===== config.mk =====
export PLATFORM = sky130hd
export DESIGN_NAME = bech32_checksum_encoder_flat
export DESIGN_NICKNAME = d
export VERILOG_FILES = /design/src/rtl/core/bce_pkg.sv /design/src/rtl/core/bce_in_if.sv /design/src/rtl/core/bce_out_if.sv /design/src/rtl/core/bech32_checksum_encoder.sv /design/src/flat_wrapper.sv
export SDC_FILE = /design/constraint.sdc
export NUM_CORES = 1
export LEC_CHECK = 0
export BUFFER_PORTS_ARGS = -buffer_cell sky130_fd_sc_hd__buf_2
export CELL_PAD_IN_SITES_DETAIL_PLACEMENT = 1
export CELL_PAD_IN_SITES_GLOBAL_PLACEMENT = 1
export CORE_ASPECT_RATIO = 1.1
export CORE_MARGIN = 4
export CORE_UTILIZATION = 53
export DETAILED_ROUTE_END_ITERATION = 10
export PLACE_DENSITY = 0.81
export REMOVE_ABC_BUFFERS = 1
export SYNTH_ARGS = -nofsm -noshare
export SYNTH_HDL_FRONTEND = slang
export SYNTH_SLANG_ARGS = --single-unit

===== constraint.sdc =====
create_clock -name clk -period 5.2 [get_ports clk]
set_input_delay 0.52 -clock clk [delete_from_list [all_inputs] [get_ports clk]]
set_output_delay 0.52 -clock clk [all_outputs]
set_load 0.05 [all_outputs]

===== src/rtl/core/bce_pkg.sv =====
package bce_pkg;

  localparam logic [7:0] PREFIX_MAX = 8'd83;
  localparam logic [7:0] DATA_MAX   = 8'd82;
  localparam logic [7:0] TOTAL_MAX  = 8'd90;
  localparam int         PREFIX_AW  = 7;

  localparam logic [6:0]  SEP_CHAR  = 7'h31;
  localparam logic [7:0]  CHAR_LOW  = 8'd33;
  localparam logic [7:0]  CHAR_HIGH = 8'd126;
  localparam logic [7:0]  UPPER_LOW  = 8'd65;
  localparam logic [7:0]  UPPER_HIGH = 8'd90;
  localparam logic [7:0]  SYM_MAX   = 8'd31;
  localparam logic [7:0]  FIXED_LEN = 8'd8;

  localparam logic [29:0] CHK_INIT = 30'd1;
  localparam logic [29:0] GEN0 = 30'h3b6a57b2;
  localparam logic [29:0] GEN1 = 30'h26508e6d;
  localparam logic [29:0] GEN2 = 30'h1ea119fa;
  localparam logic [29:0] GEN3 = 30'h3d4233dd;
  localparam logic [29:0] GEN4 = 30'h2a1462b3;

  localparam logic [255:0] CHARSET = "qpzry9x8gf2tvdw0s3jn54khce6mua7l";

  typedef enum logic [2:0] {
    ST_OK      = 3'd0,
    ST_BADCHAR = 3'd1,
    ST_HRPLEN  = 3'd2,
    ST_SYMBOL  = 3'd3,
    ST_LONG    = 3'd4,
    ST_ORDER   = 3'd5
  } status_t;

  function automatic logic [29:0] poly_step(input logic [29:0] chk, input logic [4:0] v);
    logic [4:0]  top;
    logic [29:0] r;
    top = chk[29:25];
    r = {chk[24:0], 5'b0} ^ {25'b0, v};
    if (top[0]) r = r ^ GEN0;
    if (top[1]) r = r ^ GEN1;
    if (top[2]) r = r ^ GEN2;
    if (top[3]) r = r ^ GEN3;
    if (top[4]) r = r ^ GEN4;
    return r;
  endfunction

  function automatic logic [6:0] letter_of(input logic [4:0] v);
    logic [7:0] b;
    b = CHARSET[{~v, 3'b000} +: 8];
    return b[6:0];
  endfunction

endpackage


===== src/rtl/core/bce_in_if.sv =====
interface bce_in_if;
  logic       valid;
  logic       ready;
  logic       item_kind;
  logic [7:0] symbol_value;
  logic       last_item;

  modport source (output valid, output item_kind, output symbol_value, output last_item,
                  input ready);
  modport sink (input valid, input item_kind, input symbol_value, input last_item,
                output ready);
endinterface


===== src/rtl/core/bce_out_if.sv =====
interface bce_out_if;
  logic       valid;
  logic       ready;
  logic [6:0] out_char;
  logic       end_of_string;
  logic [2:0] status;

  modport source (output valid, output out_char, output end_of_string, output status,
                  input ready);
  modport sink (input valid, input out_char, input end_of_string, input status,
                output ready);
endinterface


===== src/rtl/core/bech32_checksum_encoder.sv =====
// Streaming bech32 encoder. Each HRP character and each data symbol is taken
// while the output register is free, and its character appears on the output
// the next cycle; the first data symbol is held until the HRP is closed. At the
// end of the HRP (first data symbol, or an HRP character marked last) the block
// stops taking items: it sends the separator, then the checksum walks the HRP
// buffer memory one entry per cycle for the high bits, one zero step, one entry
// per cycle for the low bits, and then the pending symbol, if any, is sent.
// After the last item, six zero steps finish the checksum and its six letters
// are sent. A rejected string sends nothing more until its last item, which
// gives one result with out_char 0, end_of_string set and the error status.
module bech32_checksum_encoder
  import bce_pkg::*;
(
  input  logic      clk,
  input  logic      rst,
  bce_in_if.sink    symbols,
  bce_out_if.source chars
);

  typedef enum logic [2:0] {
    S_IN, S_SEP, S_HI, S_ZERO, S_LO, S_SYM, S_POST, S_EMIT
  } state_t;

  state_t         state;
  logic [6:0]     prefix_store [PREFIX_MAX];
  logic [6:0]     rdata;
  logic [PREFIX_AW-1:0] rd_addr;
  logic           wr_en;

  logic [6:0]     prefix_count;
  logic [6:0]     symbol_count;
  logic [29:0]    checksum_reg;
  logic           in_data_phase;
  status_t        error_code;
  logic [6:0]     walk_idx;
  logic [6:0]     walk_idx_next;
  logic           walk_end;
  logic           pend_sym;
  logic           pend_last;
  logic [4:0]     pend_val;
  logic [2:0]     cnt;

  logic           ov;
  logic [6:0]     o_char;
  logic           o_end;
  status_t        o_status;

  logic           slot_free;
  logic           xfer;
  status_t        chk_err;
  logic [7:0]     v;

  assign slot_free     = !ov || chars.ready;
  assign symbols.ready = (state == S_IN) && slot_free;
  assign xfer          = symbols.valid && symbols.ready;
  assign v             = symbols.symbol_value;

  assign chars.valid         = ov;
  assign chars.out_char      = o_char;
  assign chars.end_of_string = o_end;
  assign chars.status        = o_status;

  assign walk_idx_next = walk_idx + 7'd1;
  assign walk_end      = (walk_idx_next == prefix_count);
  assign wr_en = xfer && (error_code == ST_OK) && (chk_err == ST_OK) && !symbols.item_kind;

  always_comb begin
    chk_err = ST_OK;
    if (!symbols.item_kind) begin
      if (in_data_phase) begin
        chk_err = ST_ORDER;
      end else if (v < CHAR_LOW || v > CHAR_HIGH || (v >= UPPER_LOW && v <= UPPER_HIGH)) begin
        chk_err = ST_BADCHAR;
      end else if ({1'b0, prefix_count} >= PREFIX_MAX) begin
        chk_err = ST_HRPLEN;
      end else if ({1'b0, prefix_count} + FIXED_LEN > TOTAL_MAX) begin
        chk_err = ST_LONG;
      end
    end else begin
      if (!in_data_phase && prefix_count == 7'd0) begin
        chk_err = ST_HRPLEN;
      end else if (v > SYM_MAX) begin
        chk_err = ST_SYMBOL;
      end else if ({1'b0, symbol_count} >= DATA_MAX) begin
        chk_err = ST_LONG;
      end else if ({1'b0, prefix_count} + {1'b0, symbol_count} + FIXED_LEN > TOTAL_MAX) begin
        chk_err = ST_LONG;
      end
    end
  end

  always_comb begin
    case (state)
      S_HI, S_LO: rd_addr = walk_end ? '0 : walk_idx_next[PREFIX_AW-1:0];
      default:    rd_addr = '0;
    endcase
  end

  always_ff @(posedge clk) begin
    if (wr_en) begin
      prefix_store[prefix_count[PREFIX_AW-1:0]] <= v[6:0];
    end
    rdata <= prefix_store[rd_addr];
  end

  always_ff @(posedge clk) begin
    if (rst) begin
      state         <= S_IN;
      ov            <= 1'b0;
      prefix_count  <= '0;
      symbol_count  <= '0;
      checksum_reg  <= CHK_INIT;
      in_data_phase <= 1'b0;
      error_code    <= ST_OK;
      walk_idx      <= '0;
      pend_sym      <= 1'b0;
      pend_last     <= 1'b0;
      cnt           <= '0;
    end else begin
      if (chars.ready) begin
        ov <= 1'b0;
      end
      case (state)
        S_IN: begin
          if (xfer) begin
            if (error_code != ST_OK || chk_err != ST_OK) begin
              if (error_code == ST_OK) begin
                error_code <= chk_err;
              end
              if (symbols.last_item) begin
                ov            <= 1'b1;
                o_char        <= '0;
                o_end         <= 1'b1;
                o_status      <= (error_code != ST_OK) ? error_code : chk_err;
                prefix_count  <= '0;
                symbol_count  <= '0;
                checksum_reg  <= CHK_INIT;
                in_data_phase <= 1'b0;
                error_code    <= ST_OK;
              end
            end else if (!symbols.item_kind) begin
              ov           <= 1'b1;
              o_char       <= v[6:0];
              o_end        <= 1'b0;
              o_status     <= ST_OK;
              prefix_count <= prefix_count + 7'd1;
              if (symbols.last_item) begin
                pend_sym <= 1'b0;
                state    <= S_SEP;
              end
            end else if (in_data_phase) begin
              ov           <= 1'b1;
              o_char       <= letter_of(v[4:0]);
              o_end        <= 1'b0;
              o_status     <= ST_OK;
              checksum_reg <= poly_step(checksum_reg, v[4:0]);
              symbol_count <= symbol_count + 7'd1;
              if (symbols.last_item) begin
                cnt   <= '0;
                state <= S_POST;
              end
            end else begin
              pend_sym      <= 1'b1;
              pend_val      <= v[4:0];
              pend_last     <= symbols.last_item;
              in_data_phase <= 1'b1;
              state         <= S_SEP;
            end
          end
        end
        S_SEP: begin
          if (slot_free) begin
            ov       <= 1'b1;
            o_char   <= SEP_CHAR;
            o_end    <= 1'b0;
            o_status <= ST_OK;
            walk_idx <= '0;
            state    <= S_HI;
          end
        end
        S_HI: begin
          checksum_reg <= poly_step(checksum_reg, {3'b000, rdata[6:5]});
          if (walk_end) begin
            walk_idx <= '0;
            state    <= S_ZERO;
          end else begin
            walk_idx <= walk_idx_next;
          end
        end
        S_ZERO: begin
          checksum_reg <= poly_step(checksum_reg, 5'd0);
          state        <= S_LO;
        end
        S_LO: begin
          checksum_reg <= poly_step(checksum_reg, rdata[4:0]);
          if (walk_end) begin
            walk_idx <= '0;
            cnt      <= '0;
            state    <= pend_sym ? S_SYM : S_POST;
          end else begin
            walk_idx <= walk_idx_next;
          end
        end
        S_SYM: begin
          if (slot_free) begin
            ov           <= 1'b1;
            o_char       <= letter_of(pend_val);
            o_end        <= 1'b0;
            o_status     <= ST_OK;
            checksum_reg <= poly_step(checksum_reg, pend_val);
            symbol_count <= symbol_count + 7'd1;
            pend_sym     <= 1'b0;
            cnt          <= '0;
            state        <= pend_last ? S_POST : S_IN;
          end
        end
        S_POST: begin
          if (cnt == 3'd5) begin
            checksum_reg <= poly_step(checksum_reg, 5'd0) ^ CHK_INIT;
            cnt          <= '0;
            state        <= S_EMIT;
          end else begin
            checksum_reg <= poly_step(checksum_reg, 5'd0);
            cnt          <= cnt + 3'd1;
          end
        end
        S_EMIT: begin
          if (slot_free) begin
            ov           <= 1'b1;
            o_char       <= letter_of(checksum_reg[29:25]);
            o_end        <= (cnt == 3'd5);
            o_status     <= ST_OK;
            if (cnt == 3'd5) begin
              cnt           <= '0;
              prefix_count  <= '0;
              symbol_count  <= '0;
              checksum_reg  <= CHK_INIT;
              in_data_phase <= 1'b0;
              error_code    <= ST_OK;
              state         <= S_IN;
            end else begin
              checksum_reg <= {checksum_reg[24:0], 5'b0};
              cnt          <= cnt + 3'd1;
            end
          end
        end
        default: state <= S_IN;
      endcase
    end
  end

`ifndef SYNTHESIS
  a_walk_in_range: assert property (@(posedge clk) disable iff (rst)
    (state == S_HI || state == S_LO) |-> (walk_idx < prefix_count))
    else $error("walk index beyond buffered prefix");

  a_prefix_bound: assert property (@(posedge clk) disable iff (rst)
    ({1'b0, prefix_count} <= PREFIX_MAX))
    else $error("prefix count above limit");

  a_data_has_prefix: assert property (@(posedge clk) disable iff (rst)
    in_data_phase |-> (prefix_count != 7'd0))
    else $error("data phase with empty prefix");

  a_error_result: assert property (@(posedge clk) disable iff (rst)
    (ov && o_status != ST_OK) |-> (o_end && o_char == 7'd0))
    else $error("error result not final or not zero");

  a_no_accept_in_walk: assert property (@(posedge clk) disable iff (rst)
    (state == S_HI || state == S_ZERO || state == S_LO) |-> !symbols.ready)
    else $error("input taken during prefix walk");
`endif

endmodule


===== src/flat_wrapper.sv =====
// flat-port wrapper written by rule: the top's interface ports become plain ports
module bech32_checksum_encoder_flat import bce_pkg::*;
  (clk, rst, symbols_valid, symbols_item_kind, symbols_symbol_value, symbols_last_item, symbols_ready, chars_valid, chars_out_char, chars_end_of_string, chars_status, chars_ready);
  bce_in_if symbols_i ();
  bce_out_if chars_i ();
  input  logic clk;
  input  logic rst;
  input wire logic [$bits(symbols_i.valid)-1:0] symbols_valid;
  input wire logic [$bits(symbols_i.item_kind)-1:0] symbols_item_kind;
  input wire logic [$bits(symbols_i.symbol_value)-1:0] symbols_symbol_value;
  input wire logic [$bits(symbols_i.last_item)-1:0] symbols_last_item;
  output wire logic [$bits(symbols_i.ready)-1:0] symbols_ready;
  output wire logic [$bits(chars_i.valid)-1:0] chars_valid;
  output wire logic [$bits(chars_i.out_char)-1:0] chars_out_char;
  output wire logic [$bits(chars_i.end_of_string)-1:0] chars_end_of_string;
  output wire logic [$bits(chars_i.status)-1:0] chars_status;
  input wire logic [$bits(chars_i.ready)-1:0] chars_ready;
  assign symbols_i.valid = symbols_valid;
  assign symbols_i.item_kind = symbols_item_kind;
  assign symbols_i.symbol_value = symbols_symbol_value;
  assign symbols_i.last_item = symbols_last_item;
  assign symbols_ready = symbols_i.ready;
  assign chars_valid = chars_i.valid;
  assign chars_out_char = chars_i.out_char;
  assign chars_end_of_string = chars_i.end_of_string;
  assign chars_status = chars_i.status;
  assign chars_i.ready = chars_ready;
  bech32_checksum_encoder u_core (.clk(clk), .rst(rst), .symbols(symbols_i), .chars(chars_i));
endmodule

Word level (Yosys, flattened, before mapping)
Memories as Yosys holds them, arrays and structs flattened. A register that Yosys moved wholly into a read port is not among the register bits.
Cells that the tools add are included.
- bits in registers: 80
- bits in writable memories: 581
- bits of input ports: 14
- memories kept: 1
- memory list (memory ; depth ; width ; rd ports ; clocked after memory_dff ; write ports ; RTL line ; text):
    u_core.prefix_store ; 83 ; 7 ; 1 ; 1 ; 1 ; bech32_checksum_encoder.sv:25 ; logic [6:0] prefix_store [PREFIX_MAX];
- add/sub/neg operators: 7
- order comparisons: 9
- equal/unequal tests: 33
- shift operators: 3
- multiplexer cells: 232
- bitwise logic cells: 44
- reductions and logical operators: 46
- operators by type and width (kind ; count):
    $mux W30 ; 122
    $shiftx A256 B9 Y7 const A ; 3
    $pmux W30 S7 ; 1
    $mux W29 ; 7
    $mux W7 ; 21
    $mux W3 ; 42
    $not A17 Y17 ; 7
    $not A16 Y16 ; 7
    $not A14 Y14 ; 7
    $not A13 Y13 ; 7
    $not A18 Y18 ; 5
    $xor A30 B5 Y30 ; 3
    $reduce_and A6 Y1 ; 6
    $xor A30 B2 Y30 ; 1
    $pmux W7 S2 ; 2
    $pmux W7 S4 ; 1
    $mux W1 ; 26
    $gt A8 B7 Y1 const B ; 3
    $pmux W3 S8 ; 1
    $ne A2 B1 Y1 const B ; 11
    $add A7 B1 Y7 const B ; 3
    $ne A3 B3 Y1 const B ; 7
    $pmux W7 S3 ; 1
    $reduce_and A8 Y1 ; 2
    other kinds (40) ; 78

Depth between registers and ports, before layout
- depth in word-level cells: 45
- gate-level depth with buffers: 17
- depth with buffers taken out: 14

Least setup slack after synthesis
Ideal clock, no wire load.
- path type: register to register
- start: register u_core.prefix_count[3]
- end: memory u_core.prefix_store[37][0] (enable)
- setup time: 360 ps
- arrival: 3925 ps
- data required time: 4840 ps
- slack: 914 ps
- stages on the path, launching flop included: 17
- buffers on the path: 2
- period minus slack after synthesis: 4286 ps
- cell sequence: dfxtp_1 > clkbuf_1 > inv_1 > ha_1 > inv_1 > ha_1 > nor2b_1 > o21a_1 > o21a_1 > o21a_1 > or3_1 > a222oi_1 > buf_4 > o211ai_4 > nor4_1 > nand2_1 > nor2_1
- cells in the longest elaborated chain, start to end: 13
- RTL lines (item ; RTL line ; text):
    from (decl) ; bech32_checksum_encoder.sv:30 ; logic [6:0] prefix_count;
    from (signal assigned) ; bech32_checksum_encoder.sv:146 ; prefix_count <= prefix_count + 7'd1;
    $add A7 B7 Y8 ; bech32_checksum_encoder.sv:86 ; end else if ({1'b0, prefix_count} + {1'b0, symbol_count} + FIXED_LEN > TOTAL_MAX) begin
    $add A8 B4 Y8 ; bech32_checksum_encoder.sv:86 ;
    $gt A8 B7 Y1 ; bech32_checksum_encoder.sv:86 ;
    $mux W3 ; bech32_checksum_encoder.sv:86 ;
    $mux W3 ; bech32_checksum_encoder.sv:84 ; end else if ({1'b0, symbol_count} >= DATA_MAX) begin
    $mux W3 ; bech32_checksum_encoder.sv:82 ; end else if (v > SYM_MAX) begin
    $mux W3 ; bech32_checksum_encoder.sv:80 ; if (!in_data_phase && prefix_count == 7'd0) begin
    $mux W3 ; bech32_checksum_encoder.sv:69 ; if (!symbols.item_kind) begin
    $logic_not A3 Y1 ; bech32_checksum_encoder.sv:65 ; assign wr_en = xfer && (error_code == ST_OK) && (chk_err == ST_OK) && !symbols.item_kind;
    $logic_and A1 B1 Y1 (2 in a row) ; bech32_checksum_encoder.sv:65 ;
    $mux W1 ; bech32_checksum_encoder.sv:100 ; if (wr_en) begin
    $mux W1 (not written as such) ; bech32_checksum_encoder.sv:101 ; prefix_store[prefix_count[PREFIX_AW-1:0]] <= v[6:0];
    to (decl) ; bech32_checksum_encoder.sv:25 ;
Parallel ways exist; a longest one is shown, timed or not.

Final worst setup path
- start: register u_core.prefix_count[3]
- end: memory u_core.prefix_store[45][5] (enable)
Same word-level chain as after synthesis.

==> impl_metrics.py <==
metrics = {
    "setup_path": {
        "crit_path_max_fanout": 16,
        "cp.required_ps": 5460,
        "slowest_delay_ps": 610,
        "critPathKind": "reg2reg",
        "worstPathCellList": "inv_1 > ha_1 > inv_1 > ha_1 > nor2b_1 > o21a_1 > o21a_1 > o21a_1 > or3_1 > a222oi_1 > buf_4 > o211ai_4 > buf_4 > nor4_1 > buf_4 > nand2_1 > nor2_1",
        "crit_arrival_ps": 5360,
        "cp-start-kind": "register",
        "endpoint_kind": "register",
        "slowest_stage": "nor2_1",
    },
    "sta": {
        "setup_viol": 0,
        "clock_skew_ps": 25.37,
        "hold_slack_ps": 248.9,
        "timing.final.ws_setup_ps": 98.66,
        "period_minus_slack_ps": 5101,
        "fmax_ghz": 0.1960,
        "final_max_slew_viol_count": 0,
        "rsz0062_at_grt": "true",
        "finalCritPeriodShare_pct": 98.10,
        "relSlewSlack_pct": 6.917,
        "worstMarginPinSlew_ps": 1361,
        "hold_viol": 0,
    },
    "clock_network": {
        "cts_made_buffers": 70,
        "tritoncts": "done",
        "clkSlewWorstSetupHoldPaths_ps": 60,
        "cts_setup_buffers": 0,
        "htreeDepth": 3,
        "clk_path_buf_depth": 3,
        "clkSinkCount": 668,
        "cts_root_buf": "clkbuf_16",
        "clock_latency_ps": 630,
    },
    "floorplanning": {
        "die_h_um": 255.6,
        "die_area_um2": 59560,
        "start_util_pct": 53.74,
        "ioPinCount": 27,
        "core.rowCount": 90,
        "die_w_um": 233.1,
        "core_um2": 54950,
    },
    "logic_synthesis": {
        "ys_warn_count": 0,
        "synth_common_cells": "edfxtp_1, nand2_1, nor2_1, a21oi_1, o21ai_0",
        "ys_types": 95,
        "synthTopCellsByArea": "edfxtp_1, dfxtp_1, nand2_1",
        "yosysMostFrequentCell": "edfxtp_1",
        "avgSynthCellArea_um2": 12.48,
        "async_flop_share_pct": 0,
        "yosysTopAreaCellShare_pct": 60.71,
        "yosysSeqAreaShare_pct": 65.52,
        "synth_cells": 2367,
        "synth_top_area_cell": "edfxtp_1",
        "ys_ff_latch": 668,
        "synth_ff_type": "edfxtp_1",
        "synth_edf_count": 597,
        "synthesis.area_um2": 29530,
    },
    "placed_design": {
        "hpwl_um": 58480,
        "place.gp.congestion": 0.8949,
        "post-place-ws_ps": 127.2,
        "port_buffers": 26,
        "dp_cells": 3036,
    },
    "drt": {
        "wl_per_cell_um": 29.18,
        "first_pass_iters": 6,
        "drt_iter0_markers": 2541,
        "viasPerCell": 6.694,
        "vias": 21180,
        "wl_um": 92330,
        "drc_errors": 0,
        "ant_nets": 0,
    },
    "global_route": {
        "grt_max_degree": 90,
        "gr-total-overflow": 0,
        "grt_pass1_vias": 22200,
        "antenna_found_initial": 5,
        "grt_pass1_wl_um": 139400,
        "globalRouteTotalUtil_pct": 30.88,
    },
    "power": {
        "p_seq_share_pct": 48.6,
        "p_switching_w": 0.003277,
        "p_int_w": 0.009159,
        "finalPower_w": 0.01244,
        "leakagePower_nw": 10.45,
        "power_frac_clock_pct": 39.1,
        "p_sw_share_pct": 26.35,
        "vdd_drop_max_uv": 335.7,
        "p_per_area_nw_per_um2": 380.1,
        "combPwrFrac_pct": 12.3,
    },
    "layout": {
        "drive_gt1_share_pct": 12.20,
        "finalNetCount": 2410,
        "area_growth_pct": 10.80,
        "largest_register_ffs": 581,
        "finalCoreUtilization_pct": 59.54,
        "stdcell_count": 3164,
    },
    "status": {
        "status": "finished clean",
    },
    "min_path": {
        "hp-class": "in2reg",
    },
    "job": {
        "maxCapViolations": 0,
    },
}
## power by group through the flow
stage / logic (W) / registers [W] / clock network [W]
floorplan: 0.000905 / 0.00617 / 0
global placement: 0.00144 / 0.00614 / 0
detailed placement: 0.00150 / 0.00615 / 0
CTS: 0.00151 / 0.00604 / 0.00490
global route: 0.00165 / 0.00605 / 0.00515
finish: 0.00153 / 0.00604 / 0.00486
## per-layer routing
layer | vias up | track usage, % | wire length [µm]
met4 | 6 | 15.24 | 4911
met2 | 1163 | 50.66 | 44860
li1 | 9063 | - | -
met5 | - | 0 | 38
met1 | 10650 | 39.17 | 34580
met3 | 302 | 6.389 | 7940
## area by class of cell
type | instances | area, µm²
fill | 5452 | 22240
sequential | 668 | 19350
multi-input combinational | 1506 | 9450
clock buffer | 87 | 1837
tap | 736 | 920.9
timing repair buffer | 95 | 700.7
clock inverter | 39 | 339.1
inverter | 31 | 116.4
antenna | 2 | 5.005
## placed cells by master, fill, tap and decap left out, drive strengths merged, types with 23 or more instances in the layout
master	instances
edfxtp	597
nand2	320
nor2	179
a21oi	170
o21ai	123
buf	95
mux2i	90
clkbuf	87
dfxtp	71
nand3	53
nor3	44
a31oi	43
o221ai	38
inv	32
a221oi	30
clkinv	30
xnor2	29
a211oi	27
o22ai	25
a311oi	24
ha	23
## what timing repair did
item | in CTS | in global routing
resized for setup | 0 | 22
setup endpoints to repair | 0 | 238
hold buffers | 0 | 0
## path summary, 6_finish.rpt
| kind | start | endpoint | slack [ps] | cells past startpoint |
|---|---|---|---|---|
| setup reg to reg | u_core.prefix_count[3] | u_core.prefix_store[45][5] | 100 | 17 |
| hold reg to reg | u_core.error_code[0] | u_core.error_code[0] | 480 | 2 |
| hold / removal | symbols_valid | u_core.chars.valid | 250 | 3 |
| setup / recovery | u_core.prefix_count[3] | u_core.prefix_store[45][5] | 100 | 17 |
## cells by family after synthesis
kind of cell,Yosys count,share of synthesized area (%)
xor gates and xnor gates,46,1.576
muxes,105,3.699
AOI/OAI and AO/OA,629,14.86
and+or+nand+nor,702,10.51
buffers and inverters,193,2.788
DFF,668,65.52
adders and majority gates,24,1.042
## worst max-delay path: cells and delay by family (launching register included)
family                   cells  cell delay, ps
flip-flops                   1             520
buffers and inverters        5             890
AO/OA/AOI/OAI                5            1020
adder cells (fa/ha/maj)      2             610
AND/OR/NAND/NOR              5            1680
## through the flow
step                      setup TNS (ps)  instance area [µm²]
after floorplan                   -24080                28820
after global placement                 0                30480
after detailed placement               0                30480
after CTS                              0                32650
after global routing              -16780                32720
final                                  0                32720
No activity file was read; power rests on OpenSTA's default activity.
